==> src/bid_pkg.sv <==
// ----------------------------------------------------------------------------
// bid_pkg
// Shared widths, command and status codes, and the controller-to-datapath
// command bundle of the bounded indexed deque.
// ----------------------------------------------------------------------------
`default_nettype none

package bid_pkg;

    localparam int CMD_W    = 3;
    localparam int POS_W    = 4;
    localparam int VALUE_W  = 32;
    localparam int STATUS_W = 2;

    localparam logic [CMD_W-1:0] CMD_PUSH_BACK  = 3'd0;
    localparam logic [CMD_W-1:0] CMD_PUSH_FRONT = 3'd1;
    localparam logic [CMD_W-1:0] CMD_POP_BACK   = 3'd2;
    localparam logic [CMD_W-1:0] CMD_POP_FRONT  = 3'd3;
    localparam logic [CMD_W-1:0] CMD_READ       = 3'd4;
    localparam logic [CMD_W-1:0] CMD_WRITE      = 3'd5;

    localparam logic [STATUS_W-1:0] ST_OK    = 2'd0;
    localparam logic [STATUS_W-1:0] ST_FULL  = 2'd1;
    localparam logic [STATUS_W-1:0] ST_EMPTY = 2'd2;
    localparam logic [STATUS_W-1:0] ST_RANGE = 2'd3;

    typedef struct packed {
        logic load;
        logic exec;
        logic capture;
    } bid_cmd_t;

endpackage

`default_nettype wire

==> src/bid_ctrl.sv <==
// ----------------------------------------------------------------------------
// bid_ctrl
// Controller: takes one request, steps the datapath through execute and
// capture, then holds the response until it is taken.
// ----------------------------------------------------------------------------
`default_nettype none

module bid_ctrl (
    input  wire logic          clk,
    input  wire logic          rst_n,
    input  wire logic          req_valid,
    output logic               req_stall,
    output logic               rsp_valid,
    input  wire logic          rsp_stall,
    output bid_pkg::bid_cmd_t  dp_cmd
);

    typedef enum logic [1:0] {
        S_IDLE,
        S_EXEC,
        S_CAPTURE,
        S_OUT
    } state_t;

    state_t state_reg;
    logic   stall_reg;
    logic   valid_reg;

    always_ff @(posedge clk or negedge rst_n)
    begin
        if (!rst_n)
        begin
            state_reg <= S_IDLE;
            stall_reg <= 1'b0;
            valid_reg <= 1'b0;
        end
        else
        begin
            case (state_reg)
                S_IDLE:
                begin
                    if (req_valid)
                    begin
                        state_reg <= S_EXEC;
                        stall_reg <= 1'b1;
                    end
                end
                S_EXEC:
                begin
                    state_reg <= S_CAPTURE;
                end
                S_CAPTURE:
                begin
                    state_reg <= S_OUT;
                    valid_reg <= 1'b1;
                end
                S_OUT:
                begin
                    if (!rsp_stall)
                    begin
                        state_reg <= S_IDLE;
                        valid_reg <= 1'b0;
                        stall_reg <= 1'b0;
                    end
                end
                default:
                begin
                    state_reg <= S_IDLE;
                    valid_reg <= 1'b0;
                    stall_reg <= 1'b0;
                end
            endcase
        end
    end

    assign req_stall      = stall_reg;
    assign rsp_valid      = valid_reg;
    assign dp_cmd.load    = req_valid && !stall_reg;
    assign dp_cmd.exec    = (state_reg == S_EXEC);
    assign dp_cmd.capture = (state_reg == S_CAPTURE);

endmodule

`default_nettype wire

==> src/bid_dp.sv <==
// ----------------------------------------------------------------------------
// bid_dp
// Datapath: request registers, ring pointer and fill count, element store
// with registered read, and response registers.
// ----------------------------------------------------------------------------
`default_nettype none

module bid_dp #(
    parameter int CAPACITY = 16
) (
    input  wire logic                                 clk,
    input  wire logic                                 rst_n,
    input  wire bid_pkg::bid_cmd_t                    dp_cmd,
    input  wire logic [bid_pkg::CMD_W-1:0]            cmd,
    input  wire logic [bid_pkg::POS_W-1:0]            position,
    input  wire logic signed [bid_pkg::VALUE_W-1:0]   value,
    output logic [bid_pkg::STATUS_W-1:0]              status,
    output logic signed [bid_pkg::VALUE_W-1:0]        read_value,
    output logic [$clog2(CAPACITY+1)-1:0]             count,
    output logic                                      is_empty
);

    localparam int PTR_W = (CAPACITY > 2) ? $clog2(CAPACITY) : 1;
    localparam int CNT_W = $clog2(CAPACITY + 1);
    localparam int SUM_W = PTR_W + 1;
    localparam int CMP_W = (CNT_W > bid_pkg::POS_W) ? CNT_W : bid_pkg::POS_W;

    localparam logic [PTR_W-1:0] LAST_PTR = PTR_W'(CAPACITY - 1);
    localparam logic [SUM_W-1:0] CAP_SUM  = SUM_W'(CAPACITY);
    localparam logic [CNT_W-1:0] CAP_CNT  = CNT_W'(CAPACITY);

    logic [bid_pkg::CMD_W-1:0]      cmd_reg;
    logic [bid_pkg::POS_W-1:0]      pos_reg;
    logic [bid_pkg::VALUE_W-1:0]    value_reg;

    logic [PTR_W-1:0]               front_reg;
    logic [PTR_W-1:0]               front_next;
    logic [CNT_W-1:0]               fill_reg;
    logic [CNT_W-1:0]               fill_next;

    logic [bid_pkg::VALUE_W-1:0]    mem [CAPACITY];
    logic [bid_pkg::VALUE_W-1:0]    mem_q;
    logic [PTR_W-1:0]               mem_addr;
    logic                           mem_we;
    logic                           mem_re;

    logic [bid_pkg::STATUS_W-1:0]   op_status;
    logic [bid_pkg::STATUS_W-1:0]   op_status_reg;
    logic                           op_read_reg;

    logic [bid_pkg::STATUS_W-1:0]   status_reg;
    logic [bid_pkg::VALUE_W-1:0]    read_value_reg;
    logic [CNT_W-1:0]               count_reg;
    logic                           is_empty_reg;

    logic                           is_full;
    logic                           no_elems;
    logic                           pos_bad;
    logic [PTR_W-1:0]               front_inc;
    logic [PTR_W-1:0]               front_dec;
    logic [PTR_W-1:0]               back_slot;
    logic [PTR_W-1:0]               pos_slot;

    function automatic logic [PTR_W-1:0] ring_wrap(input logic [PTR_W-1:0] base,
                                                   input logic [SUM_W-1:0] offset);
        logic [SUM_W-1:0] sum;
        begin
            sum = {1'b0, base} + offset;
            if (sum >= CAP_SUM)
            begin
                sum = sum - CAP_SUM;
            end
            ring_wrap = sum[PTR_W-1:0];
        end
    endfunction

    assign is_full   = (fill_reg == CAP_CNT);
    assign no_elems  = (fill_reg == '0);
    assign pos_bad   = (CMP_W'(pos_reg) >= CMP_W'(fill_reg));
    assign front_inc = (front_reg == LAST_PTR) ? '0 : front_reg + 1'b1;
    assign front_dec = (front_reg == '0) ? LAST_PTR : front_reg - 1'b1;
    assign back_slot = ring_wrap(front_reg, SUM_W'(fill_reg));
    assign pos_slot  = ring_wrap(front_reg, SUM_W'(pos_reg));

    always_comb
    begin
        front_next = front_reg;
        fill_next  = fill_reg;
        op_status  = bid_pkg::ST_OK;
        mem_addr   = pos_slot;
        mem_we     = 1'b0;
        mem_re     = 1'b0;
        case (cmd_reg)
            bid_pkg::CMD_PUSH_BACK:
            begin
                if (is_full)
                begin
                    op_status = bid_pkg::ST_FULL;
                end
                else
                begin
                    mem_addr  = back_slot;
                    mem_we    = 1'b1;
                    fill_next = fill_reg + 1'b1;
                end
            end
            bid_pkg::CMD_PUSH_FRONT:
            begin
                if (is_full)
                begin
                    op_status = bid_pkg::ST_FULL;
                end
                else
                begin
                    front_next = front_dec;
                    mem_addr   = front_dec;
                    mem_we     = 1'b1;
                    fill_next  = fill_reg + 1'b1;
                end
            end
            bid_pkg::CMD_POP_BACK:
            begin
                if (no_elems)
                begin
                    op_status = bid_pkg::ST_EMPTY;
                end
                else
                begin
                    fill_next = fill_reg - 1'b1;
                end
            end
            bid_pkg::CMD_POP_FRONT:
            begin
                if (no_elems)
                begin
                    op_status = bid_pkg::ST_EMPTY;
                end
                else
                begin
                    front_next = front_inc;
                    fill_next  = fill_reg - 1'b1;
                end
            end
            bid_pkg::CMD_READ:
            begin
                if (pos_bad)
                begin
                    op_status = bid_pkg::ST_RANGE;
                end
                else
                begin
                    mem_re = 1'b1;
                end
            end
            bid_pkg::CMD_WRITE:
            begin
                if (pos_bad)
                begin
                    op_status = bid_pkg::ST_RANGE;
                end
                else
                begin
                    mem_we = 1'b1;
                end
            end
            default:
            begin
                op_status = bid_pkg::ST_OK;
            end
        endcase
    end

    // request payload
    always_ff @(posedge clk)
    begin
        if (dp_cmd.load)
        begin
            cmd_reg   <= cmd;
            pos_reg   <= position;
            value_reg <= value;
        end
    end

    always_ff @(posedge clk or negedge rst_n)
    begin
        if (!rst_n)
        begin
            front_reg <= '0;
            fill_reg  <= '0;
        end
        else if (dp_cmd.exec)
        begin
            front_reg <= front_next;
            fill_reg  <= fill_next;
        end
    end

    // element store
    always_ff @(posedge clk)
    begin
        if (dp_cmd.exec && mem_we)
        begin
            mem[mem_addr] <= value_reg;
        end
        if (dp_cmd.exec && mem_re)
        begin
            mem_q <= mem[mem_addr];
        end
    end

    always_ff @(posedge clk)
    begin
        if (dp_cmd.exec)
        begin
            op_status_reg <= op_status;
            op_read_reg   <= mem_re;
        end
        if (dp_cmd.capture)
        begin
            status_reg     <= op_status_reg;
            read_value_reg <= op_read_reg ? mem_q : '0;
            count_reg      <= fill_reg;
            is_empty_reg   <= no_elems;
        end
    end

    assign status     = status_reg;
    assign read_value = read_value_reg;
    assign count      = count_reg;
    assign is_empty   = is_empty_reg;

endmodule

`default_nettype wire

==> src/bounded_indexed_deque.sv <==
// ----------------------------------------------------------------------------
// bounded_indexed_deque
// Bounded double-ended queue of signed words held in a ring, with push and
// pop at both ends and read or write by position from the front.
//
//   channel    handshake             payload
//   request    req_valid/req_stall   cmd, position, value
//   response   rsp_valid/rsp_stall   status, read_value, count, is_empty
//
// each request passes through accept, execute on the ring and store,
// capture of the registered store read, and response held; the single-port
// store with registered read calls for the separate capture step.
// one request in flight; req_stall stays high until its response is taken.
// reset clears the controller state, pointer and count only; store contents are undefined.
// ----------------------------------------------------------------------------
`default_nettype none

module bounded_indexed_deque #(
    parameter int CAPACITY = 16
) (
    input  wire logic                                 clk,
    input  wire logic                                 rst_n,
    input  wire logic                                 req_valid,
    output logic                                      req_stall,
    input  wire logic [bid_pkg::CMD_W-1:0]            cmd,
    input  wire logic [bid_pkg::POS_W-1:0]            position,
    input  wire logic signed [bid_pkg::VALUE_W-1:0]   value,
    output logic                                      rsp_valid,
    input  wire logic                                 rsp_stall,
    output logic [bid_pkg::STATUS_W-1:0]              status,
    output logic signed [bid_pkg::VALUE_W-1:0]        read_value,
    output logic [$clog2(CAPACITY+1)-1:0]             count,
    output logic                                      is_empty
);

    bid_pkg::bid_cmd_t dp_cmd;

    bid_ctrl u_ctrl (
        .clk       (clk),
        .rst_n     (rst_n),
        .req_valid (req_valid),
        .req_stall (req_stall),
        .rsp_valid (rsp_valid),
        .rsp_stall (rsp_stall),
        .dp_cmd    (dp_cmd)
    );

    bid_dp #(
        .CAPACITY (CAPACITY)
    ) u_dp (
        .clk        (clk),
        .rst_n      (rst_n),
        .dp_cmd     (dp_cmd),
        .cmd        (cmd),
        .position   (position),
        .value      (value),
        .status     (status),
        .read_value (read_value),
        .count      (count),
        .is_empty   (is_empty)
    );

    a_single_in_flight: assert property (@(posedge clk) disable iff (!rst_n)
        rsp_valid |-> req_stall)
        else $error("request taken while response pending");

    a_accept_blocks: assert property (@(posedge clk) disable iff (!rst_n)
        (req_valid && !req_stall) |=> (req_stall && !rsp_valid))
        else $error("controller did not lock after request");

    a_count_bound: assert property (@(posedge clk) disable iff (!rst_n)
        rsp_valid |-> (count <= ($clog2(CAPACITY+1))'(CAPACITY)))
        else $error("count beyond capacity");

    a_empty_flag: assert property (@(posedge clk) disable iff (!rst_n)
        rsp_valid |-> (is_empty == (count == '0)))
        else $error("empty flag disagrees with count");

endmodule

`default_nettype wire
==> config.mk <==
export PLATFORM = sky130hd
export DESIGN_NAME = bounded_indexed_deque
export DESIGN_NICKNAME = d
export VERILOG_FILES = /design/src/bid_pkg.sv /design/src/bid_ctrl.sv /design/src/bid_dp.sv /design/src/bounded_indexed_deque.sv
export SDC_FILE = /design/constraint.sdc
export NUM_CORES = 1
export LEC_CHECK = 0
export BUFFER_PORTS_ARGS = -buffer_cell sky130_fd_sc_hd__buf_4
export CAP_MARGIN = 5
export CORE_ASPECT_RATIO = 0.6
export CORE_UTILIZATION = 67
export DETAILED_ROUTE_END_ITERATION = 16
export GPL_TIMING_DRIVEN = 0
export HOLD_SLACK_MARGIN = 0.08
export MAX_ROUTING_LAYER = met4
export PLACE_DENSITY = 0.85
export SYNTH_ARGS = -nofsm -noshare
export SYNTH_HDL_FRONTEND = slang
export SYNTH_SLANG_ARGS = --single-unit
==> constraint.sdc <==
create_clock -name clk -period 12.57 [get_ports clk]
set_input_delay 0.6285 -clock clk [delete_from_list [all_inputs] [get_ports clk]]
set_output_delay 0.6285 -clock clk [all_outputs]
set_load 0.01 [all_outputs]
# Word-level counts from Yosys, hierarchy flattened
# Memory sizes are Yosys's and may differ from the RTL's. A register that Yosys moved wholly into a read port is not among the register bits.
# Index checks and enable logic that the tools add are counted.
# totals
mem_bits_rw	512
output_inout_bits	42
wordCells	92
latchBits	0
input_bits	43
mem_bits_ro	0
register_bits	95
n_memories	1
# classes
add_sub_neg	8
div	0
mul	0
reduce_logical	20
mux	30
n_shift	0
magnitude_cmp	3
bitwise_logic	0
eq_ne	16
# memory_table
memory	words	width	read_ports	rd_clocked_by_memory_dff	write_ports	line	source
u_dp.mem	16	32	1	1	1	bid_dp.sv:41	logic [bid_pkg::VALUE_W-1:0] mem [CAPACITY];
# op_table
cell	n
$mux W4	8
$pmux W4 S2	2
$ne A2 B2 Y1 const B	6
$sub A4 B1 Y4 const B	3
$ge A5 B5 Y1 const B	2
$mux W5	2
$pmux W5 S2	1
$mux W1	8
$mux W2	4
$pmux W2 S4	1
$reduce_and A4 Y1	2
$reduce_bool A2 Y1	4
$eq A3 B2 Y1 const B	2
$eq A3 B3 Y1 const B	2
$pmux W1 S2	3
$pmux W2 S3	1
$reduce_or A2 Y1	3
$add A4 B4 Y5	1
$add A4 B5 Y5	1
$add A5 B1 Y5 const B	1
$eq A5 B5 Y1 const B	1
$ge A4 B5 Y1	1
$logic_not A5 Y1	1
$sub A5 B1 Y5 const B	1
12 further kinds	16

# Logic depth before layout (Yosys ltp)
# logic_depth
ltp_word	6
ltp_mapped	11
depth_no_buf	8

# Hierarchy
# From an unflattened synthesis, not the netlist that was laid out.
# unflattened
hier_cells	1878
hier_area_um2	25225.4
# modules_own_cells
module	area_per_inst_um2	seq_area_each_um2	cells_per_inst	n_inst
bid_dp	24921.4	19023.2	1849	1
bid_ctrl	304.0	100.1	29	1

# Worst setup path before layout
# OpenSTA, ideal clock, no wires.
# synth_timing
path_type	reg2reg
start	reg u_dp.fill_reg[0]
end	reg u_dp.mem_q[0] (netlist name), read port of u_dp.mem, enable pin
period_less_slack_ns	5.574
setup_time_ns	0.513
n_path_buf	0
path_slack_ns	6.996
arrival_ns	5.061
stages_incl_launch_ff	8
required_ns	12.057
path_cell_list	dfrtp_1 -> ha_1 -> nand2b_1 -> a21o_1 -> a21o_1 -> a21oi_1 -> nor2_1 -> nor4b_1
# synth_between
elab_chain_len	5
elab_cells_between_ends	12
classes_between	2 x add/sub; 2 x order compare; 1 x eq/ne; 6 x mux; 1 x reduce/logical
# synth_lines
element	line	source
start: declaration	bid_dp.sv:38	logic [CNT_W-1:0] fill_reg;
start signal: assignment	bid_dp.sv:194	fill_reg <= fill_next;
$add A4 B5 Y5	bid_dp.sv:68	sum = {1'b0, base} + offset;
$sub A4 B1 Y4 or $ge A5 B5 Y1 (tied branches)	bid_dp.sv:71, bid_dp.sv:69	
$mux W4	bid_dp.sv:69	if (sum >= CAP_SUM)
$mux W4	bid_dp.sv:96	if (is_full)
$pmux W4 S2	bid_dp.sv:93	case (cmd_reg)
end: declaration	bid_dp.sv:42	logic [bid_pkg::VALUE_W-1:0] mem_q;
# Parallel ways exist; a longest one is shown, timed or not.
# A chain may end at the register's enable or synchronous reset.

# Worst setup path after layout
# layout_timing
start	reg u_dp.front_reg[1]
end	mem u_dp.mem[1][3] (netlist name), enable pin
# layout_between
elab_chain_len	5
elab_cells_between_ends	14
classes_between	5 x add/sub; 2 x order compare; 6 x mux; 1 x reduce/logical
# layout_lines
element	line	source
start: declaration	bid_dp.sv:36	logic [PTR_W-1:0] front_reg;
start signal: assignment	bid_dp.sv:193	front_reg <= front_next;
$add A4 B5 Y5 or $add A4 B4 Y5 (tied branches)	bid_dp.sv:68	
$sub A4 B1 Y4 or $ge A5 B5 Y1 (tied branches)	bid_dp.sv:71, bid_dp.sv:69	
$mux W4	bid_dp.sv:69	
$mux W4, on equally long branches	bid_dp.sv:96, bid_dp.sv:109	
$pmux W4 S2 (*)	bid_dp.sv:93	
end: declaration	bid_dp.sv:41	
# Every way passes the cells marked *; elsewhere a longest branch is shown, timed or not.

==> metrics.cfg <==
[cts]
clk_pin_slew_ps = 70
cts_tree = done
insertion_delay_ps = 600
cts_num_sinks = 639
cts_root_buffer = clkbuf_16
clk_path_buf_depth = 3
h-tree-depth = 2
cts_buffers = 53

[yosys]
synthFlopType = edfxtp_1
synthArstFlopShare_pct = 2.03
synth-seq-cells = 639
post-synth-top-area-cell = edfxtp_1
synth.yosys.seq_area_share_pct = 73.0
synthesis.nets = 1713
synth_top_area_share_pct = 71.8
netlist_area_sq_mm = 0.0262
syn-mean-instance-area_sq_um = 15.9
netlist_instances = 1648
synth_edf_count = 626
synthDistinctLibCells = 45
synth_area_leaders = edfxtp_1, a211oi_1, mux2i_1
yosysWarnings = 0

[critical_path]
end_kind = flip-flop
crit_start = u_dp.front_reg[1]$_DFFE_PN0P_
crit_fanout = 11
critPathMaxStageDelay_ps = 830
path_common_cell = clkbuf_1
path_cells = inv_1 -> ha_1 -> o21bai_1 -> a21oi_1 -> o21ai_0 -> o22ai_1 -> clkbuf_1 -> clkbuf_1 -> nand2_1 -> nor3_2 -> buf_8 -> buf_6
crit_slowest_cell = nor3_2
worstSetupStartpointType = flip-flop
path_class = flip-flop to flip-flop
crit_arrival_ps = 5360
r2r_start = u_dp.front_reg[1]$_DFFE_PN0P_
critical_path.top_delay_family = buffers and inverters
worst-path-buf-inv = 5
cp.required_ps = 12870

[power]
combPwrFrac_pct = 43.6
p_int_w = 0.00452
p_clk_share_pct = 20.8
swShare_pct = 41.8
ir_drop_uv = 235
seq_power_share_pct = 35.6
cellLeakagePower_nw = 10.2
power_density_mw_per_mm2 = 261
switchingPower_w = 0.00325

[timing]
rsz0062_at_grt = no
period_share_pct = 40.2
skew_ps = 18.5
report.final.slew_viol_count = 0
finalSetupTns_ps = 0
min_period_ps = 5060
tightestPinTransition_ps = 1370
finalWorstSetupSlack_ps = 7510
relSlewSlack_pct = 7.10
max_freq_mhz = 198
timing.hold.ws_ps = 197
timing.final.hold_violations = 0
setup_violations = 0

[floorplanning]
dieHeight_microns = 155
pin_count = 85
num_rows = 55
fp.dieArea_sq_mm = 0.0399
fp.dieW_microns = 257
start_util_pct = 68.8
core_sq_mm = 0.0381

[place]
io_buffers = 84
hpwl_microns = 46600
globalplace.congestion = 0.924
preCtsSetupSlack_ps = 7730

[route]
first_iter_violations = 2514
wirelength_microns = 70100
detail-route-antenna-nets = 0
dr.pass1.iters = 7
vias = 16893
avgRoutedWirePerCell_microns = 29.5
viasPerCell = 7.10
drc = 0

[final_layout]
syn2layout_area_growth_pct = 13.8
fin_util_pct = 78.3
nets = 1893
layout_commonest_cell = edfxtp_1
regMostFlops = u_dp.mem
layout_common_cells = edfxtp_1, a211oi_1, inv_1, mux2i_1, a2111oi_0
drive_gt1_share_pct = 14.5
largest_reg_flops = 512

[grt]
grt-ovfl-total = 0
antenna_found_initial = 1
grt_max_degree = 29
grt_pass1_wl_microns = 102000
grtUsageTotal_pct = 36.4
grt_pass1_vias = 16381

[run]
max_cap_viol_count = 0

[run_status]
status = complete, no violations

[worst_hold_path]
min_from = value[12]
hp-class = input port to flip-flop

[worst reg2reg max path: cells and delay by family, from the launching register on]
family / cells / cell delay [ps]
buffers and inverters: 5 / 1600
and+or+nand+nor: 2 / 1190
AOI/OAI and AO/OA: 4 / 1040
adders and majority gates: 1 / 310
DFF: 1 / 640
[cell usage after synthesis (2+ instances only)]
| cell type | number |
|---|---|
| nand2_1 | 18 |
| o21ai_1 | 2 |
| o211ai_1 | 2 |
| inv_1 | 138 |
| nand2b_1 | 5 |
| nor2b_1 | 3 |
| edfxtp_1 | 626 |
| buf_6 | 6 |
| a21o_1 | 8 |
| or4_1 | 33 |
| buf_4 | 10 |
| xnor2_1 | 7 |
| o41ai_1 | 2 |
| dfrtp_1 | 13 |
| clkbuf_1 | 78 |
| fa_1 | 3 |
| mux2i_1 | 129 |
| o2111ai_1 | 2 |
| a211oi_1 | 258 |
| nor3_1 | 9 |
| buf_2 | 38 |
| a21oi_1 | 16 |
| ha_1 | 19 |
| a2111oi_0 | 128 |
| nor2_1 | 22 |
| buf_1 | 4 |
| o22a_1 | 2 |
| xor2_1 | 7 |
| and2_1 | 32 |
| o21ai_0 | 13 |
[path summary, 6_finish.rpt]
path	endpoint	slack [ps]	cells past startpoint
max in group asynchronous	u_ctrl.rsp_valid$_DFFE_PN0P_	11930	2
max	u_dp.mem[1][3]$_DFFE_PP_	7510	12
max reg2reg	u_dp.mem[1][3]$_DFFE_PP_	7510	12
min	u_dp.value_reg[12]$_DFFE_PP_	200	1
min in group asynchronous	u_dp.front_reg[2]$_DFFE_PN0P_	450	2
min reg2reg	u_dp.status[1]$_DFFE_PP_	430	0
[area by class of cell]
cell class,instances,area (sq um)
antenna,1,2.50
buffer,137,648
clock buffer,68,1430
clock inverter,25,219
fill,1974,8270
inverter,138,518
multi-input combinational,734,6010
sequential,639,19100
tap,513,642
timing repair buffer,125,1200
[power groups by stage]
stage	combinational, W	clock [W]	sequential [W]
CTS	0.00325	0.00161	0.00276
detailed placement	0.00318	0	0.00280
floorplan	0.00191	0	0.00278
finish	0.00339	0.00162	0.00276
global placement	0.00299	0	0.00280
global route	0.00349	0.00169	0.00278
[metrics by stage]
step	instance area (sq um)	total power [W]	std cells
floorplan	26200	0.00470	1648
global placement	27500	0.00579	2245
detailed placement	28100	0.00598	2285
CTS	29800	0.00761	2379
global route	29800	0.00795	2380
finish	29800	0.00777	2380
[what timing repair did]
action                    CTS  global route
buffers inserted            0             0
resized for setup           0             0
hold buffers                1             0
hold endpoints to repair   13             0
[kinds of logic after synthesis]
| logic type | synth area share (%) |
|---|---|
| xor+xnor | 0.468 |
| mux | 5.06 |
| flops | 73.0 |
| buf+inv | 4.45 |
| simple gates | 2.89 |
| compound gates | 12.9 |
| fa+ha+maj | 1.14 |
[metal layers]
metal	vias to the layer above	track usage (%)	wire, microns
met5	-	-	0
met4	0	13.5	2620
met3	199	12.4	11100
met2	1511	52.2	30700
met1	8186	48.8	25700
li1	6997	-	-
No activity file was read; power rests on OpenSTA's default activity.
